[src/sv/tgm_isqrt.sv]
`timescale 1ns / 1ps
// iterative floor square root, one result bit per cycle
// no dependencies

module tgm_isqrt #(
	parameter int ROOT_W = 21
) (
	input  logic                  clk,
	input  logic                  arst_n,
	input  logic                  start,
	input  logic [2*ROOT_W-1:0]   operand,
	output logic                  done,
	output logic [ROOT_W-1:0]     root
);

	localparam int OP_W  = 2 * ROOT_W;
	localparam int CNT_W = (ROOT_W > 1) ? $clog2(ROOT_W) : 1;

	logic              busy_q;
	logic              done_q;
	logic [CNT_W-1:0]  cnt_q;
	logic [OP_W-1:0]   opnd_q;
	logic [ROOT_W+1:0] rem_q;
	logic [ROOT_W-1:0] root_q;

	logic [ROOT_W+1:0] rem_shift;
	logic [ROOT_W+1:0] trial;
	logic              fits;

	// bring down two operand bits and try root*4+1
	always_comb begin
		rem_shift = {rem_q[ROOT_W-1:0], opnd_q[OP_W-1 -: 2]};
		trial     = {root_q, 2'b01};
		fits      = (rem_shift >= trial);
	end

	always_ff @(posedge clk or negedge arst_n) begin
		if (!arst_n) begin
			busy_q <= 1'b0;
			done_q <= 1'b0;
			cnt_q  <= '0;
		end else begin
			done_q <= 1'b0;
			if (start) begin
				busy_q <= 1'b1;
				cnt_q  <= '0;
			end else if (busy_q) begin
				cnt_q <= cnt_q + CNT_W'(1);
				if (cnt_q == CNT_W'(ROOT_W - 1)) begin
					busy_q <= 1'b0;
					done_q <= 1'b1;
				end
			end
		end
	end

	// datapath registers
	always_ff @(posedge clk) begin
		if (start) begin
			opnd_q <= operand;
			rem_q  <= '0;
			root_q <= '0;
		end else if (busy_q) begin
			opnd_q <= opnd_q << 2;
			if (fits) begin
				rem_q  <= rem_shift - trial;
				root_q <= {root_q[ROOT_W-2:0], 1'b1};
			end else begin
				rem_q  <= rem_shift;
				root_q <= {root_q[ROOT_W-2:0], 1'b0};
			end
		end
	end

	assign done = done_q;
	assign root = root_q;

endmodule

[config.mk]
export PLATFORM = sky130hd
export DESIGN_NAME = tgm_isqrt
export DESIGN_NICKNAME = d
export VERILOG_FILES = /design/src/sv/tgm_isqrt.sv
export SDC_FILE = /design/constraint.sdc
export NUM_CORES = 1
export LEC_CHECK = 0
export BUFFER_PORTS_ARGS = -buffer_cell sky130_fd_sc_hd__buf_2
export CORE_MARGIN = 5
export CORE_UTILIZATION = 64
export CTS_BUF_LIST = sky130_fd_sc_hd__clkbuf_4
export CTS_CLUSTER_DIAMETER = 40
export DETAILED_ROUTE_END_ITERATION = 16
export GPL_ROUTABILITY_DRIVEN = 0
export HOLD_SLACK_MARGIN = 0.08
export PLACE_DENSITY = 0.88
export SLEW_MARGIN = 40
export SYNTH_ARGS = -nofsm -noshare
export SYNTH_HDL_FRONTEND = slang
export SYNTH_SLANG_ARGS = --single-unit
[constraint.sdc]
create_clock -name clk -period 6.11 [get_ports clk]
set_clock_uncertainty 0.1 [all_clocks]
set_input_delay 0.9165 -clock clk [delete_from_list [all_inputs] [get_ports clk]]
set_output_delay 0.9165 -clock clk [all_outputs]
set_load 0.005 [all_outputs]
; Yosys cells after proc, flatten, opt, wreduce, memory -nomap -nowiden
; Cells that the tools add are included.
[totals]
in_bits = 45
register_bits = 91
wordCells = 23
[op_classes]
n_lt_le_gt_ge = 1
muxes = 12
reduce_logical = 1
eq_ne = 1
n_addsub = 2
[ops]
columns = op, count
row1 = $mux 42, 2
row2 = $ge 23x23->1, 1
row3 = $mux 21, 1
row4 = $sub 21x21->21, 1
row5 = $mux 5, 2
row6 = $mux 1, 7
row7 = $add 5x1->5 const B, 1
row8 = $eq 5x5->1 const B, 1
row9 = $reduce_bool 2->1, 1

; Logic depth before layout (Yosys ltp)
[logic_depth]
word_depth = 4
depth_mapped = 11
mapped_depth_nobuf = 10

; Least setup slack after synthesis
; No wires, ideal clock.
[synth_timing]
kind = input -> register
from = input start
to = register opnd_q[0], enable pin
cell_stages = 3
setup_ps = 396
required_ps = 5614
setup_slack_ps = 3527
path_buffers = 1
arrival_time_ps = 2086
path_cell_list = clkbuf_1 nor2_1 inv_1
[synth_via]
elab_chain_cells = 1
[synth_lines]
columns = item, line
row1 = start: declaration, 10  ; input logic start,
row2 = $reduce_bool 2->1 (no line), -
row3 = end signal: assignment, 60  ; opnd_q <= operand;
row4 = end signal: assignment, 64  ; opnd_q <= opnd_q << 2;
row5 = end: declaration, 22  ; logic [OP_W-1:0] opnd_q;
; No other way between the ends.
; A chain may end at the register's enable or synchronous reset.

; Final worst setup path
[layout_timing]
from = register root_q[1] (netlist: root[1])
to = register rem_q[11]
[layout_via]
elab_chain_cells = 2
[layout_lines]
columns = item, line
row1 = start: declaration, 24  ; logic [ROOT_W-1:0] root_q;
row2 = start signal: assignment, 67  ; root_q <= {root_q[ROOT_W-2:0], 1'b1};
row3 = start signal: assignment, 70  ; root_q <= {root_q[ROOT_W-2:0], 1'b0};
row4 = $sub 21x21->21 or $ge 23x23->1 (tied branches), "66, 34"
row5 = $mux 21 (*), 65  ; if (fits) begin
row6 = end signal: assignment, 66  ; rem_q <= rem_shift - trial;
row7 = end signal: assignment, 69  ; rem_q <= rem_shift;
row8 = end: declaration, 23  ; logic [ROOT_W+1:0] rem_q;
; Mark *: on every way between the ends. The rest lies on a longest branch, timed or not.

==> impl_summary.log <==
INFO  metric outcome = finished, final reports clean
INFO  metric yosys-mux-area-fraction = 16.76%
INFO  metric slew_headroom = 48.32%
INFO  metric vias_after_detailed_routing = approximately 3400
INFO  metric post_layout_cell_count = a little over 600
INFO  metric leakage = roughly 0.0025 uW
INFO  metric top_cells_by_area_synth = edfxtp_1, dfxtp_1, mux2_2
INFO  metric synth_fp_nets = between 500 and 600
INFO  metric netlist_area = just under 5000 um^2
INFO  metric final_net_count = ~570
INFO  metric route.detailed.vias_per_inst = between 5 and 6
INFO  metric die_w = a little under 100 um
INFO  metric mostFrequentLayoutCell = buf_2
INFO  metric layout_common_cells = buf_2, nor2_1, edfxtp_1, dfxtp_1, mux2_2
INFO  metric xor_and_xnor_fraction_of_the_mapped_netlist_area = 4.346%
INFO  metric first_global_vias = about 3600
INFO  metric n_antenna_cell = 0
INFO  metric design.die.area = about 9400 um^2
INFO  metric yosys.area_share.simple = a little under a tenth
INFO  metric die_h = 96.94 um
INFO  metric final-hold-violation-count = 0
INFO  metric grt_overflow = 0
INFO  metric wire_length_of_the_first_global_routing_pass = ~16000 um
INFO  metric yosys_register_bits = 91
INFO  metric synth_top_area_share = a little over a quarter
INFO  metric worst_path_max_delay_cell = nor2_4
INFO  metric critical_path_sink_type = flip-flop
INFO  metric setup.worst_path.class = flip-flop to flip-flop
INFO  metric ys_async_sr_fraction = 7.692%
INFO  metric critPathLaunch = root[1]
INFO  metric buffer_ports.inserted = 66
INFO  metric worst_path_largest_cell_delay = between 600 and 700 ps
INFO  metric distinct_cell_type_count_after_synthesis = 53
INFO  metric worstSkewPairLatency = between 400 and 500 ps
INFO  metric drive_gt1_share = between 20 and 30%
INFO  metric hp-class = input port to async pin
INFO  metric synth_edf_count = 42
INFO  metric clk_pin_slew_worst_paths = between 100 and 150 ps
INFO  metric boundaryPins = 67
INFO  metric cts_made_buffers = 9
INFO  metric initial_util = 66.33%
INFO  metric fmaxAchievable = between 300 and 400 MHz
INFO  metric slew_viol_final = 0
INFO  metric global_route.usage.total = between 20% and 30%
INFO  metric post_synth_fa_ha_maj_area_fraction = around 6.5%
INFO  metric drv_cap = 0
INFO  metric placement_rows = 31
INFO  metric root_buffer = clkbuf_4
INFO  metric crit_path_end = rem_q[11]
INFO  metric crit_required = 6370 ps
INFO  metric reg2reg_from = root[1]
INFO  metric synth_ff_type = edfxtp_1
INFO  metric finalWorstPathRequiredPeriod = between 2000 and 3000 ps
INFO  metric areaGrowthSynthToFinish = 11.90%
INFO  metric timing.critical_path.arrival = about 3200 ps
INFO  metric levels_on_crit_path = 10
INFO  metric wl_per_cell = ~16 um
INFO  metric clock-sinks = 91
INFO  metric drt_iter0_drc = approximately 140
INFO  metric max-vdd-ir-drop = 0.2440 mV
INFO  metric synth.yosys.seq_area_share = a little under half
INFO  metric total_power = roughly 2300 uW
INFO  metric place.detailed.hpwl = about 6600 um
INFO  metric timing.final.crit_share = roughly 48%
INFO  metric yosys_warnings = 0
INFO  metric timing.rr.end = rem_q[11]
INFO  metric coreArea = about 7300 um^2
INFO  metric synth_compound_area_share = a little under an eighth
INFO  metric main_combinational_cell_family_by_area_after_synthesis = multiplexers
INFO  metric grt_start_max_net_pins = 88
INFO  metric critPathLaunchType = flip-flop
INFO  metric max_slew.worst_pin.slew = just under 800 ps
INFO  metric synth_area_leader_cell = edfxtp_1
INFO  metric detailedRoute.firstPassIterationCount = 4
INFO  metric totalWireLength = 9585 um
INFO  metric quantity_of_hold_fixing_buffers_added_after_cts = 0
INFO  metric worstPathBufferInverterCount = 1
INFO  metric power.density_cell_area = 422.0 nW/um^2
INFO  metric reg2reg_slack = 3150 ps
INFO  metric tritoncts_clock_tree = done
INFO  metric critPathMaxFanout = 23
INFO  metric antenna_violations_before_repair = 0
INFO  metric cts_repair_resize_count = 0
INFO  metric timing.critical_path.max_delay_family = compound AO/OA/AOI/OAI gates
INFO  metric synth_cells = between 400 and 500
INFO  metric rsz_0062_raised_after_global_routing = false
INFO  metric syn_area_per_cell = roughly 11 um^2
INFO  metric cts_post_setup_buffers_inserted = 0
INFO  metric crit_path_cell_trace = inv_1 -> ha_1 -> o21ai_1 -> a22oi_4 -> a31oi_4 -> o21ai_2 -> nor3_4 -> nor2_4 -> mux2i_1 -> a211oi_1
INFO  metric r2r_cells = 10
INFO  metric clock_path_buffers = 2
INFO  metric fin_setup_tns = 0 ps
INFO  metric route.detailed.drc = 0
INFO  metric timing.final.setup_violations = 0
INFO  metric postRouteAntennaNets = 0
INFO  metric dp_cells = 590
INFO  metric cts-htree-levels = 3
==> state kept, by name, indices dropped and copies added (netlist names) <==
name,count
rem_q,21
opnd_q,42
root,21
done,1
cnt_q,5
busy_q,1
==> synth_stat cells, types with 2 or more instances <==
cell / instances
xnor2_1: 13
inv_1: 33
nand2b_1: 4
and2_1: 3
mux2_2: 40
o21ai_2: 2
a311oi_1: 2
o21ai_0: 12
mux2i_1: 36
a211oi_1: 11
nor2_1: 47
nand4_1: 3
o21ai_1: 2
edfxtp_1: 42
o21bai_1: 4
nand3_1: 4
clkbuf_1: 15
ha_1: 25
o21a_1: 2
nand2_1: 24
dfrtp_1: 7
nor3_1: 3
a211o_1: 2
o211ai_1: 2
a21oi_1: 15
a21o_1: 10
dfxtp_1: 42
xor2_1: 11
==> per-stage QoR <==
stage | hold slack [ps] | utilization, % | cell area [um^2] | setup slack (ps)
finish | 182.9 | 74.23 | 5413 | 3151
global route | 153.4 | 74.23 | 5413 | 2899
detailed placement | 379.4 | 71.62 | 5223 | 3182
global placement | 373.0 | 71.57 | 5219 | 3351
CTS | 156.2 | 74.23 | 5413 | 3141
floorplan | 350.1 | - | 4837 | 3527
==> worst min path at each step <==
stage / startpoint / end / cells after the start
2_1_floorplan: rem_q[0] / rem_q[0] / 2
3_3_place_gp: rem_q[2] / rem_q[2] / 2
3_5_place_dp: rem_q[2] / rem_q[2] / 2
4_1_cts: arst_n / cnt_q[2] / 1
5_1_grt: arst_n / cnt_q[3] / 1
6_report: arst_n / cnt_q[1] / 1
==> area by class of cell <==
type | count | area (um^2)
clock buffers | 9 | 67.56
fillers | 537 | 1879
multi-input cells | 298 | 2340
repair buffers | 69 | 356.6
well taps | 99 | 123.9
inverters | 33 | 123.9
flip-flops and latches | 91 | 2278
clock inverters | 7 | 122.6
==> metal layers <==
metal	wire (um)	track usage (%)
met4	223	9.287
met5	0	0
met1	3952	24.32
met2	4840	35.51
met3	568	5.324
==> logic make-up (layout without fill, tap and decap cells) <==
family,after synthesis,in the layout
flip-flops,91,91
XOR/XNOR,24,24
buffers and inverters,52,118
AO/OA/AOI/OAI,75,75
AND/OR/NAND/NOR,98,98
adder cells (fa/ha/maj),25,25
multiplexers,76,76
==> power breakdown <==
group | total [uW] | internal (uW) | leakage (uW) | switching (uW)
Combinational | 1080 | 506 | 0.00148 | 575
Sequential | 777 | 725 | 0.000882 | 52.5
Clock | 427 | 211 | 0.000100 | 216
Total | 2280 | 1440 | 0.00246 | 843
==> worst register-to-register path, stage by stage (launching register included) <==
cell and delay [ps]:
dfxtp_1 390, inv_1 80, ha_1 380, o21ai_1 130
a22oi_4 200, a31oi_4 130, o21ai_2 290, nor3_4 100
nor2_4 630, mux2i_1 200, a211oi_1 270
(Power assumes the default switching activity.)
