### src/sv/tgm_pkg.sv
`timescale 1ns / 1ps
// package for the thresholded gradient magnitude unit
// holds register indexes, opcodes, field widths, reset values and the config struct

package tgm_pkg;

	// default sizes handed down as top level parameters
	localparam int DEF_MAX_ROWS   = 256;
	localparam int DEF_MAX_COLS   = 256;
	localparam int DEF_PIXEL_BITS = 16;
	localparam int DEF_FRAC_BITS  = 4;

	// fixed field widths
	localparam int COORD_W    = 8;
	localparam int PIX_IN_W   = 16;
	localparam int CUT_W      = 16;
	localparam int SIZE_W     = 9;
	localparam int RESULT_W   = 21;
	localparam int S_TDATA_W  = 32;
	localparam int M_TDATA_W  = 24;
	localparam int CFG_IDX_W  = 3;
	localparam int CFG_DATA_W = 16;

	// register indexes on the config port
	localparam logic [CFG_IDX_W-1:0] REG_ABOVE_CUT   = 3'd0;
	localparam logic [CFG_IDX_W-1:0] REG_BELOW_CUT   = 3'd1;
	localparam logic [CFG_IDX_W-1:0] REG_GRADIENT_ON = 3'd2;
	localparam logic [CFG_IDX_W-1:0] REG_ROWS_IN_USE = 3'd3;
	localparam logic [CFG_IDX_W-1:0] REG_COLS_IN_USE = 3'd4;

	// opcodes carried in s_tuser
	localparam logic OP_WRITE = 1'b0;
	localparam logic OP_READ  = 1'b1;

	// reset values of the config registers
	localparam logic [SIZE_W-1:0] RST_ROWS_IN_USE = 9'd256;
	localparam logic [SIZE_W-1:0] RST_COLS_IN_USE = 9'd256;

	typedef struct packed {
		logic [CUT_W-1:0]  above_cut;
		logic [CUT_W-1:0]  below_cut;
		logic              gradient_on;
		logic [SIZE_W-1:0] rows_in_use;
		logic [SIZE_W-1:0] cols_in_use;
	} cfg_t;

endpackage

### src/sv/tgm_ctrl.sv
`timescale 1ns / 1ps
// sequencer and datapath: pixel cuts, neighbor fetch, shared squarer, root hand-off
// depends on tgm_pkg; drives one tgm_ram and one tgm_isqrt

module tgm_ctrl import tgm_pkg::*; #(
	parameter int MAX_ROWS   = DEF_MAX_ROWS,
	parameter int MAX_COLS   = DEF_MAX_COLS,
	parameter int PIXEL_BITS = DEF_PIXEL_BITS,
	parameter int FRAC_BITS  = DEF_FRAC_BITS,
	localparam int ADDR_W    = $clog2(MAX_ROWS * MAX_COLS),
	localparam int ACC_W     = 2 * PIXEL_BITS + 1,
	localparam int ROOT_W    = (ACC_W + 2 * FRAC_BITS + 1) / 2
) (
	input  logic                  clk,
	input  logic                  arst_n,
	input  cfg_t                  cfg,
	// input beats
	input  logic                  s_tvalid,
	output logic                  s_tready,
	input  logic [S_TDATA_W-1:0]  s_tdata,
	input  logic                  s_tuser,
	// result beats
	output logic                  m_tvalid,
	input  logic                  m_tready,
	output logic [M_TDATA_W-1:0]  m_tdata,
	output logic                  m_tuser,
	// frame store
	output logic                  ram_we,
	output logic [ADDR_W-1:0]     ram_addr,
	output logic [PIXEL_BITS-1:0] ram_wdata,
	input  logic [PIXEL_BITS-1:0] ram_rdata,
	// square root unit
	output logic                  root_start,
	output logic [2*ROOT_W-1:0]   root_operand,
	input  logic                  root_done,
	input  logic [ROOT_W-1:0]     root_value
);

	localparam int PIX_W  = PIXEL_BITS;
	localparam int OP_W   = 2 * ROOT_W;
	localparam int SH_W   = PIX_W + FRAC_BITS;
	localparam int CMP_W  = (PIX_W > CUT_W) ? PIX_W : CUT_W;
	localparam int RDIM_W = ($clog2(MAX_ROWS + 1) > SIZE_W) ? $clog2(MAX_ROWS + 1) : SIZE_W;
	localparam int CDIM_W = ($clog2(MAX_COLS + 1) > SIZE_W) ? $clog2(MAX_COLS + 1) : SIZE_W;

	typedef enum logic [3:0] {
		ST_IDLE,
		ST_CHECK,
		ST_RD_HI,
		ST_RD_LO,
		ST_CAP_LO,
		ST_SQR,
		ST_ACC,
		ST_ROOT_GO,
		ST_ROOT_WAIT,
		ST_PIX,
		ST_DONE
	} state_t;

	state_t                 state_q;
	logic                   op_q;
	logic [COORD_W-1:0]     row_q;
	logic [COORD_W-1:0]     col_q;
	logic [PIX_IN_W-1:0]    pix_q;
	logic                   dir_q;
	logic [PIX_W-1:0]       hi_q;
	logic [PIX_W-1:0]       lo_q;
	logic [2*PIX_W-1:0]     prod_q;
	logic [ACC_W-1:0]       acc_q;
	logic [RESULT_W-1:0]    res_q;
	logic                   bad_q;
	logic                   m_tvalid_q;
	logic [RESULT_W-1:0]    m_result_q;
	logic                   m_bad_q;

	logic [RDIM_W-1:0]      rows_ext, nr, r_ext, r_hi, r_lo, r_sel;
	logic [CDIM_W-1:0]      cols_ext, nc, c_ext, c_hi, c_lo, c_sel;
	logic                   in_frame;
	logic [PIX_W-1:0]       pix_pb;
	logic [CMP_W-1:0]       pix_cmp, above_cmp, below_cmp;
	logic                   cut_zero;
	logic [PIX_W:0]         diff;
	logic [PIX_W-1:0]       mag;

	// frame size saturated to 2..max, and the in-frame test
	always_comb begin
		rows_ext = RDIM_W'(cfg.rows_in_use);
		cols_ext = CDIM_W'(cfg.cols_in_use);
		if (rows_ext < RDIM_W'(2))             nr = RDIM_W'(2);
		else if (rows_ext > RDIM_W'(MAX_ROWS)) nr = RDIM_W'(MAX_ROWS);
		else                                   nr = rows_ext;
		if (cols_ext < CDIM_W'(2))             nc = CDIM_W'(2);
		else if (cols_ext > CDIM_W'(MAX_COLS)) nc = CDIM_W'(MAX_COLS);
		else                                   nc = cols_ext;
		r_ext    = RDIM_W'(row_q);
		c_ext    = CDIM_W'(col_q);
		in_frame = (r_ext < nr) && (c_ext < nc);
	end

	// neighbor coordinates, one-sided on the frame border
	always_comb begin
		r_hi = (r_ext == nr - RDIM_W'(1)) ? r_ext : r_ext + RDIM_W'(1);
		r_lo = (r_ext == '0) ? r_ext : r_ext - RDIM_W'(1);
		c_hi = (c_ext == nc - CDIM_W'(1)) ? c_ext : c_ext + CDIM_W'(1);
		c_lo = (c_ext == '0) ? c_ext : c_ext - CDIM_W'(1);
		r_sel = r_ext;
		c_sel = c_ext;
		if (state_q == ST_RD_HI) begin
			if (dir_q) c_sel = c_hi;
			else       r_sel = r_hi;
		end else if (state_q == ST_RD_LO) begin
			if (dir_q) c_sel = c_lo;
			else       r_sel = r_lo;
		end
		ram_addr = ADDR_W'(r_sel) * ADDR_W'(MAX_COLS) + ADDR_W'(c_sel);
	end

	// pixel cuts on the write path
	always_comb begin
		pix_pb    = PIX_W'(pix_q);
		pix_cmp   = CMP_W'(pix_pb);
		above_cmp = CMP_W'(cfg.above_cut);
		below_cmp = CMP_W'(cfg.below_cut);
		cut_zero  = ((cfg.above_cut != '0) && (pix_cmp > above_cmp)) ||
		            ((cfg.below_cut != '0) && (pix_cmp <= below_cmp));
		ram_we    = (state_q == ST_CHECK) && (op_q == OP_WRITE) && in_frame;
		ram_wdata = cut_zero ? '0 : pix_pb;
	end

	// magnitude of the difference feeding the squarer
	always_comb begin
		diff = {1'b0, hi_q} - {1'b0, lo_q};
		mag  = diff[PIX_W] ? PIX_W'(-diff) : PIX_W'(diff);
	end

	assign root_start   = (state_q == ST_ROOT_GO);
	assign root_operand = OP_W'(acc_q) << (2 * FRAC_BITS);

	// sequencer with registered outputs
	always_ff @(posedge clk or negedge arst_n) begin
		if (!arst_n) begin
			state_q    <= ST_IDLE;
			m_tvalid_q <= 1'b0;
			dir_q      <= 1'b0;
		end else begin
			// a finished item loads the result beat, m_tready drains it
			if (state_q == ST_DONE && (!m_tvalid_q || m_tready)) begin
				m_tvalid_q <= 1'b1;
			end else if (m_tvalid_q && m_tready) begin
				m_tvalid_q <= 1'b0;
			end
			case (state_q)
				ST_IDLE: begin
					if (s_tvalid) begin
						state_q <= ST_CHECK;
					end
				end
				ST_CHECK: begin
					dir_q <= 1'b0;
					if (op_q == OP_WRITE)  state_q <= ST_IDLE;
					else if (!in_frame)    state_q <= ST_DONE;
					else if (cfg.gradient_on) state_q <= ST_RD_HI;
					else                   state_q <= ST_PIX;
				end
				ST_RD_HI:  state_q <= ST_RD_LO;
				ST_RD_LO:  state_q <= ST_CAP_LO;
				ST_CAP_LO: state_q <= ST_SQR;
				ST_SQR:    state_q <= ST_ACC;
				ST_ACC: begin
					if (dir_q) begin
						state_q <= ST_ROOT_GO;
					end else begin
						dir_q   <= 1'b1;
						state_q <= ST_RD_HI;
					end
				end
				ST_ROOT_GO: state_q <= ST_ROOT_WAIT;
				ST_ROOT_WAIT: begin
					if (root_done) begin
						state_q <= ST_DONE;
					end
				end
				ST_PIX: state_q <= ST_DONE;
				ST_DONE: begin
					if (!m_tvalid_q || m_tready) begin
						state_q <= ST_IDLE;
					end
				end
				default: state_q <= ST_IDLE;
			endcase
		end
	end

	// payload registers
	always_ff @(posedge clk) begin
		case (state_q)
			ST_IDLE: begin
				op_q  <= s_tuser;
				row_q <= s_tdata[COORD_W-1:0];
				col_q <= s_tdata[2*COORD_W-1:COORD_W];
				pix_q <= s_tdata[2*COORD_W +: PIX_IN_W];
			end
			ST_CHECK: begin
				acc_q <= '0;
				res_q <= '0;
				bad_q <= !in_frame;
			end
			ST_RD_LO:  hi_q <= ram_rdata;
			ST_CAP_LO: lo_q <= ram_rdata;
			ST_SQR:    prod_q <= (2*PIX_W)'(mag) * (2*PIX_W)'(mag);
			ST_ACC:    acc_q <= acc_q + ACC_W'(prod_q);
			ST_ROOT_WAIT: res_q <= RESULT_W'(root_value);
			ST_PIX:    res_q <= RESULT_W'(SH_W'(ram_rdata) << FRAC_BITS);
			ST_DONE: begin
				if (!m_tvalid_q || m_tready) begin
					m_result_q <= res_q;
					m_bad_q    <= bad_q;
				end
			end
			default: ;
		endcase
	end

	assign s_tready = (state_q == ST_IDLE);
	assign m_tvalid = m_tvalid_q;
	assign m_tdata  = M_TDATA_W'(m_result_q);
	assign m_tuser  = m_bad_q;

endmodule

### config.mk
export PLATFORM = sky130hd
export DESIGN_NAME = tgm_ctrl
export DESIGN_NICKNAME = d
export VERILOG_FILES = /design/src/sv/tgm_pkg.sv /design/src/sv/tgm_ctrl.sv
export SDC_FILE = /design/constraint.sdc
export NUM_CORES = 1
export LEC_CHECK = 0
export ABC_AREA = 1
export BUFFER_PORTS_ARGS = -buffer_cell sky130_fd_sc_hd__buf_4
export CORE_MARGIN = 3
export CORE_UTILIZATION = 50
export CTS_CLUSTER_DIAMETER = 60
export DETAILED_ROUTE_END_ITERATION = 12
export MAX_ROUTING_LAYER = met4
export PLACE_DENSITY = 0.73
export SYNTH_ARGS = -nofsm -noshare
export SYNTH_HDL_FRONTEND = slang
export SYNTH_SLANG_ARGS = --single-unit
### constraint.sdc
create_clock -name clk -period 11.8 [get_ports clk]
set_input_delay 2.95 -clock clk [delete_from_list [all_inputs] [get_ports clk]]
set_output_delay 2.95 -clock clk [all_outputs]
set_load 0.1 [all_outputs]
-- Yosys cells after proc, flatten, opt, wreduce, memory -nomap -nowiden
Index checks and enable logic that the tools add are counted.
Widths: inputs -> output; s select.
- add/sub/neg operators: 10
- $mul: 1
- magnitude comparators: 8
- equal/unequal tests: 15
- mux-type cells: 31
- bitwise logic cells: 1
- reduce and logical (&&, ||, !) cells: 21
- operators by type and width (operator ; number):
    $mux 9 ; 10
    $pmux 33 s2 ; 1
    $pmux 21 s3 ; 1
    $mux 8 ; 6
    $pmux 4 s11 ; 1
    $add 33x32->33 ; 1
    $mul 16x16->32 ; 1
    $mux 16 ; 2
    $reduce_bool 16->1 ; 2
    $mux 4 ; 6
    $eq 8x9->1 ; 2
    $gt 9x9->1 const B ; 2
    $logic_not 9->1 ; 2
    $lt 8x9->1 ; 2
    $lt 9x2->1 const B ; 2
    $sub 9x1->9 const B ; 2
    $sub 16x16->17 ; 1
    $add 16x9->16 ; 1
    $eq 4x3->1 const B ; 4
    $gt 16x16->1 ; 1
    $le 16x16->1 ; 1
    $neg 16->16 ; 1
    $eq 4x4->1 const B ; 3
    $add 8x1->9 const B ; 1
    other kinds (19) ; 31
- flip-flop bits (word level): 180
- bits of input ports: 126
- output and inout port bits: 103
- word-level logic and storage cells: 102

-- Depth between registers and ports, before layout
Gate-level depths: netlist of the first run.
- depth in word-level cells: 9
- gate-level depth with buffers: 45
- mapped depth without buffers: 44

-- Worst setup path before layout of the first run
OpenSTA, ideal clock, no wires.
- kind: input port to output port
- start point: input port cfg[6] (netlist name)
- end point: output port ram_addr[10]
- arrival time: 6.995 ns
- required time: 8.850 ns
- setup slack: 1.855 ns
- cell stages on the path: 21
- path buffers: 1
- cells stage by stage: or2_2 -> nor3_1 -> a21oi_1 -> inv_2 -> nand2_1 -> nand2_1 -> inv_1 -> ha_1 -> nand2_1 -> nor2_1 -> inv_1 -> nor2_1 -> o21ai_1 -> xor2_1 -> nand2_1 -> nand3b_4 -> buf_6 -> nor4b_1 -> ha_1 -> ha_1 -> xnor2_1
- longest elaborated chain between the ends: 9
- elaborated cells between the ends (all ways): 10
- those cells by class: add/sub (2); order compare (2); eq/ne (1); mux (5)
- RTL lines (element ; RTL line ; source):
    start: declaration ; tgm_ctrl.sv:16 ; input cfg_t cfg,
    $gt 9x9->1 ; tgm_ctrl.sv:93 ; else if (cols_ext > CDIM_W'(MAX_COLS)) nc = CDIM_W'(MAX_COLS);
    $mux 9 ; tgm_ctrl.sv:93 ;
    $mux 9 (*) ; tgm_ctrl.sv:92 ; if (cols_ext < CDIM_W'(2)) nc = CDIM_W'(2);
    $sub 9x1->9 (*) ; tgm_ctrl.sv:104 ; c_hi = (c_ext == nc - CDIM_W'(1)) ? c_ext : c_ext + CDIM_W'(1);
    $eq 8x9->1 (*) ; tgm_ctrl.sv:104 ;
    $mux 9 (*) ; tgm_ctrl.sv:104 ;
    $mux 9 (*) ; tgm_ctrl.sv:109 ; if (dir_q) c_sel = c_hi;
    $mux 9 (*) ; tgm_ctrl.sv:108 ; if (state_q == ST_RD_HI) begin
    $add 16x9->16 (*) ; tgm_ctrl.sv:115 ; ram_addr = ADDR_W'(r_sel) * ADDR_W'(MAX_COLS) + ADDR_W'(c_sel);
    end: declaration ; tgm_ctrl.sv:29 ; output logic [ADDR_W-1:0] ram_addr,
Every way passes the cells marked *; elsewhere a longest branch is shown, timed or not.

-- Worst setup path in the final report of the first run
- start point: input port cfg[15] (netlist name)
- end point: output port ram_addr[11]
- longest elaborated chain between the ends: 9
- elaborated cells between the ends (all ways): 10
- those cells by class: add/sub (2); order compare (2); eq/ne (1); mux (5)
- RTL lines (element ; RTL line ; source):
    $gt 9x9->1 ; tgm_ctrl.sv:90 ; else if (rows_ext > RDIM_W'(MAX_ROWS)) nr = RDIM_W'(MAX_ROWS);
    $mux 9 ; tgm_ctrl.sv:90 ;
    $mux 9 (*) ; tgm_ctrl.sv:89 ; if (rows_ext < RDIM_W'(2)) nr = RDIM_W'(2);
    $sub 9x1->9 (*) ; tgm_ctrl.sv:102 ; r_hi = (r_ext == nr - RDIM_W'(1)) ? r_ext : r_ext + RDIM_W'(1);
    $eq 8x9->1 (*) ; tgm_ctrl.sv:102 ;
    $mux 8 (*) ; tgm_ctrl.sv:102 ;
    $mux 8 (*) ; tgm_ctrl.sv:109 ;
    $mux 8 (*) ; tgm_ctrl.sv:108 ;
    $add 16x9->16 (*) ; tgm_ctrl.sv:115 ;
Marked as above.

==> impl_metrics.ini, run 1 <==
[status]
outcome = finished, final reports clean

[detailed_routing]
met2_length_um = 22830
antenna_left = 0
vias = 15760
dr_wl_met3_um = 2888
top_layer = met4
vias_per_cell = 5.239
routedWlPerCell_um = 15.91
wl_met1_um = 20950
drt_iter0_drc = 951
wl_um = 47850
firstDrtPassIters = 7
drc = 0

[clock_network]
cts_resized = 0
cts-root-buf = clkbuf_16
cts_setup_buffers = 0
clock-sinks = 179
cts.path.max_buffers = 2
cts_buffers = 17
cts_tree = built
cts_hold_buf = 0
htreeDepth = 4
clk_latency_ns = 0.46
clkTransAtPathRegs_ns = 0.07

[placement]
place_congestion = 0.9597
place_inst = 2976
port_buffers = 216
place_hpwl_um = 39890
detailed_place.area_mm2 = 0.02145

[sta]
maxSlewHeadroom_pct = 16.68
setup_tns_ns = 0
slew_viol_final = 0
hold_viol_final = 0
skew_ns = 0.01421
fmax_ghz = 0.1035
rsz0062_at_grt = false
fin_crit_ns = 9.659
tightest_slew_ns = 1.245
setup_viol = 0
fin_crit_sh_pct = 81.86

[synth]
synth_area_mm2 = 0.01937
synth_area_leaders = edfxtp_1 (27%), fa_1 (17%), ha_1 (13%)
yosys.area.top_type = edfxtp_1
synth-edff-count = 173
synth_flop_cell = edfxtp_1
yosysMostFrequentCell = inv_1
async_flop_share_pct = 3.352
yosysTopAreaCellShare_pct = 26.81
avgSynthCellArea_um2 = 8.508
syn_inst = 2277
synth_commonest_cells = inv_1 (466), nand2_1 (358), nor2_1 (220), ha_1 (201), edfxtp_1 (173)
synth_cell_types = 61
yosysSeqAreaShare_pct = 27.59
ys_ff_latch = 179
yosysWarnings = 0

[flow_run]
max_cap_viol_count = 0

[worst_setup_path]
path_cells = buf_4, nor2_1, nand2_1, o21ai_2, a21oi_1, ha_1, nand2_1, inv_1, nand3_1, nand3_1, nand2_1, xor2_1, nand3_2, nand2_1, nor2_1, nor2_1, xor2_1, ha_1, nand3_1, nor2_2, xnor2_1, buf_4
cp_slowest_cell = o21ai_2
required_ns = 8.85
cp_max_fo = 14
cpLargestDelayFamily = simple AND/OR/NAND/NOR gates
crit_top_cell = nand2_1
crit_buf_inv = 3
critPathKind = in2out
critPathArrivalTime_ns = 6.71
cp-start-kind = input port
max_stage_delay_ns = 0.41
crit_path_end_kind = primary output

[die]
die_h_um = 202.8
num_rows = 71
dieWidth_um = 202.8
core_region_area_mm2 = 0.03793
dieArea_mm2 = 0.04114
ioPinCount = 229
start_util_pct = 51.07

[finish]
finish.utilization_pct = 58.24
area_growth_pct = 14.03
fin_area_mm2 = 0.02209
drive_above_1_share_pct = 13.18
final_cells = 3008
fill_cells = 3420
nNetsFinal = 2978
antennaDiodeCount = 0

[global_routing]
grt_pass1_wl_um = 79030
grt_max_degree = 35
grt_use_total_pct = 24.34
grt_pass1_vias = 16160
globalRoute.totalOverflow = 0
antenna_found_initial = 0

[min_path]
worstHoldPathType = reg2reg
==> sequential cells by signal, summed over array words and instances (netlist names), 4 cells and up <==
| signal | flops |
|---|---|
| acc_q | 33 |
| prod_q | 31 |
| m_result_q | 21 |
| res_q | 21 |
| hi_q | 16 |
| lo_q | 16 |
| pix_cmp | 16 |
| col_q | 8 |
| row_q | 8 |
| state_q | 4 |
==> worst register-to-register path: cells and delay by family (launching register included) <==
| family | cells | cell delay [ns] |
|---|---|---|
| adders and majority gates | 9 | 3.98 |
| AOI/OAI and AO/OA | 7 | 1.57 |
| and+or+nand+nor | 11 | 1.34 |
| xor gates and xnor gates | 2 | 0.75 |
| buffers and inverters | 9 | 0.74 |
| DFF | 1 | 0.37 |
==> cells by family after synthesis <==
family | after synthesis | share of synthesized area [%]
other | 1 | 0.01936
flip-flops | 179 | 27.59
AND/OR/NAND/NOR | 832 | 19.00
adder cells (fa/ha/maj) | 368 | 30.24
buffers and inverters | 535 | 11.04
XOR/XNOR | 69 | 3.371
multiplexers | 1 | 0.05167
AO/OA/AOI/OAI | 292 | 8.693
==> through the flow <==
step                worst slack, ns  hold WS, ns
floorplan                     1.855       0.4003
global placement              2.237       0.4010
detailed placement            2.199       0.4045
CTS                           2.191       0.4183
global route                  1.793       0.4260
finish                        2.141       0.4203
==> cells in the final DEF (no fill, tap or decap), types with 4 or more instances in the layout <==
cell type    n
dfrtp_1      6
nand3b_1     6
xor2_2       4
nand4_1     36
nor3_2       4
o21ai_1      9
o21ai_0     69
xor2_1      41
a21boi_0     7
o211ai_1     9
nand2_1    358
o21a_1      15
conb_1      12
inv_8        4
a21o_1       5
o31ai_1      6
nor2_2      12
o21ai_2      5
buf_4      226
xnor2_1     23
edfxtp_1   173
nor3_1      21
clkinv_1     4
ha_1       201
inv_1      466
inv_2       16
nor2_1     216
clkbuf_16   17
nand2_2     10
o221ai_1     4
a31oi_1      8
nand3_1    133
fa_1       167
o21bai_1     8
nor2_4      10
nor4_1      14
a21oi_1    131
==> final timing paths <==
path	slack, ns	start	depth (start not counted)	endpoint
worst max register to register	2.79	lo_q[0]$_DFFE_PP_	38	prod_q[27]$_DFFE_PP_
worst min-delay path	0.42	res_q[20]$_DFFE_PP_	0	m_result_q[20]$_DFFE_PP_
max in group asynchronous	9.39	arst_n	1	dir_q$_DFFE_PN0P_
worst min register to register	0.42	res_q[20]$_DFFE_PP_	0	m_result_q[20]$_DFFE_PP_
min in group asynchronous	2.28	arst_n	1	m_tvalid$_DFFE_PN0P_
worst max-delay path	2.14	cfg[15]	22	ram_addr[11]
==> per-layer routing <==
metal  GRT usage (%)  vias up
met3           4.441       81
met4           7.424        0
met2           39.63      488
met1           31.22     7450
met5               -        -
li1                -     7741
==> area by class of cell <==
cell class              instances  area (um2)  area share [%]
clock buffers                  17       425.4           1.926
clock inverters                15       214.0          0.9685
inverters                     486        1827           8.269
multi-input cells            1574       11950           54.07
flip-flops and latches        179        5345           24.19
well taps                     511       639.4           2.894
repair buffers                226        1697           7.680
Power of run 1 is not shown: default switching activity piles up to over one toggle a cycle in this logic, so the estimate is an artifact.
==> run 2: changes to the inputs <==
- clock period: 11.8 -> 8.9 ns (I/O delays scaled with it)
==> impl_metrics.ini, run 2 (synthesized netlist as in run 1, its figures left out) <==
[status]
outcome = finished, final reports clean

[finish]
largest_reg_flops = 33
top_register = acc_q
top_regs = acc_q: 33 flops, prod_q: 31 flops
area_growth_pct = 14.19
fill_cells = 3400
nNetsFinal = 2986
layout_common_cells = inv_1 (466), nand2_1 (357), buf_4 (234)
drive_above_1_share_pct = 13.61
final_common_cell = inv_1
antennaDiodeCount = 0

[clock_network]
cts.path.max_buffers = 2
cts_setup_buffers = 0
cts-root-buf = clkbuf_16
cts_buffers = 17
clkTransAtPathRegs_ns = 0.07
htreeDepth = 4
cts_hold_buf = 0
clock-sinks = 179
clk_latency_ns = 0.46
cts_tree = built

[detailed_routing]
wl_um = 48150
firstDrtPassIters = 5
vias_per_cell = 5.216
drt_iter0_drc = 997
vias = 15730
routedWlPerCell_um = 15.97
drc = 0
antenna_left = 0

[global_routing]
grt_max_degree = 35
grt_pass1_wl_um = 79530
antenna_found_initial = 0
globalRoute.totalOverflow = 0
grt_pass1_vias = 16060
grt_use_total_pct = 24.52

[die]
core_region_area_mm2 = 0.03793
start_util_pct = 51.07
ioPinCount = 229
die_h_um = 202.8
dieArea_mm2 = 0.04114
dieWidth_um = 202.8
num_rows = 71

[worst_setup_path]
crit_path_end_kind = flip-flop
crit_start = lo_q[0]$_DFFE_PP_
max_stage_delay_ns = 0.54
cp.depth = 34
critPathKind = reg2reg
r2r_cells = 34
required_ns = 9.11
crit_buf_inv = 8
r2r-start = lo_q[0]$_DFFE_PP_
critPathArrivalTime_ns = 8.55
cp_slowest_cell = fa_1
cpLargestDelayFamily = adder cells
cp-start-kind = flip-flop
cp_max_fo = 11

[sta]
fmax_ghz = 0.1198
setup_viol = 0
fin_hold_ws_ns = 0.4199
fin_crit_ns = 8.345
maxSlewHeadroom_pct = 16.89
tightest_slew_ns = 1.242
hold_viol_final = 0
setup_slack_ns = 0.5553
setup_tns_ns = 0
skew_ns = 0.01475
fin_crit_sh_pct = 93.76
slew_viol_final = 0

[placement]
place_hpwl_um = 40390
pre_cts_ws_ns = 0.2721
port_buffers = 216
place_congestion = 0.9613

[flow_run]
max_cap_viol_count = 0

[min_path]
worstHoldPathType = reg2reg
whs_path_depth = 0
worstHoldStart = res_q[14]$_DFFE_PP_
[run 2: layout make-up]
cell class | instances | area (um2) | share of cell area [%]
Tap cell | 511 | 639.4 | 2.890
Clock buffer | 18 | 429.2 | 1.940
Multi-Input combinational cell | 1574 | 11980 | 54.16
Clock inverter | 14 | 143.9 | 0.6504
Sequential cell | 179 | 5345 | 24.16
Timing Repair Buffer | 234 | 1757 | 7.941
Inverter | 486 | 1827 | 8.257
[run 2: per-stage QoR]
stage / utilization, % / instances / instance area [um2]
floorplan: - / 2288 / 19410
global placement: 56.71 / 2984 / 21510
detailed placement: 56.71 / 2984 / 21510
CTS: 58.22 / 3016 / 22090
global route: 58.32 / 3016 / 22120
finish: 58.32 / 3016 / 22120
[run 2: routing by layer]
metal | GRT usage [%] | up-vias | wire [um]
li1 | - | 7779 | -
met1 | 31.01 | 7479 | 21100
met2 | 40.76 | 401 | 23290
met3 | 4.441 | 72 | 2586
met4 | 6.805 | 0 | 1170
met5 | - | - | 0
[run 2: path summary, 6_finish.rpt]
path	endpoint	slack, ns
max in group asynchronous	state_q[0]$_DFFE_PN0P_	7.22
max reg2reg	prod_q[28]$_DFFE_PP_	0.56
min reg2reg	m_result_q[14]$_DFFE_PP_	0.42
min in group asynchronous	state_q[3]$_DFFE_PN0P_	1.56
max	prod_q[28]$_DFFE_PP_	0.56
min	m_result_q[14]$_DFFE_PP_	0.42
[run 2: timing repair]
| action | CTS | global route |
|---|---|---|
| endpoints found under the hold margin | 0 | 0 |
| gates resized for setup | 0 | 9 |
| setup endpoints to repair | 0 | 7 |
Power of run 2 is left out for the same reason.
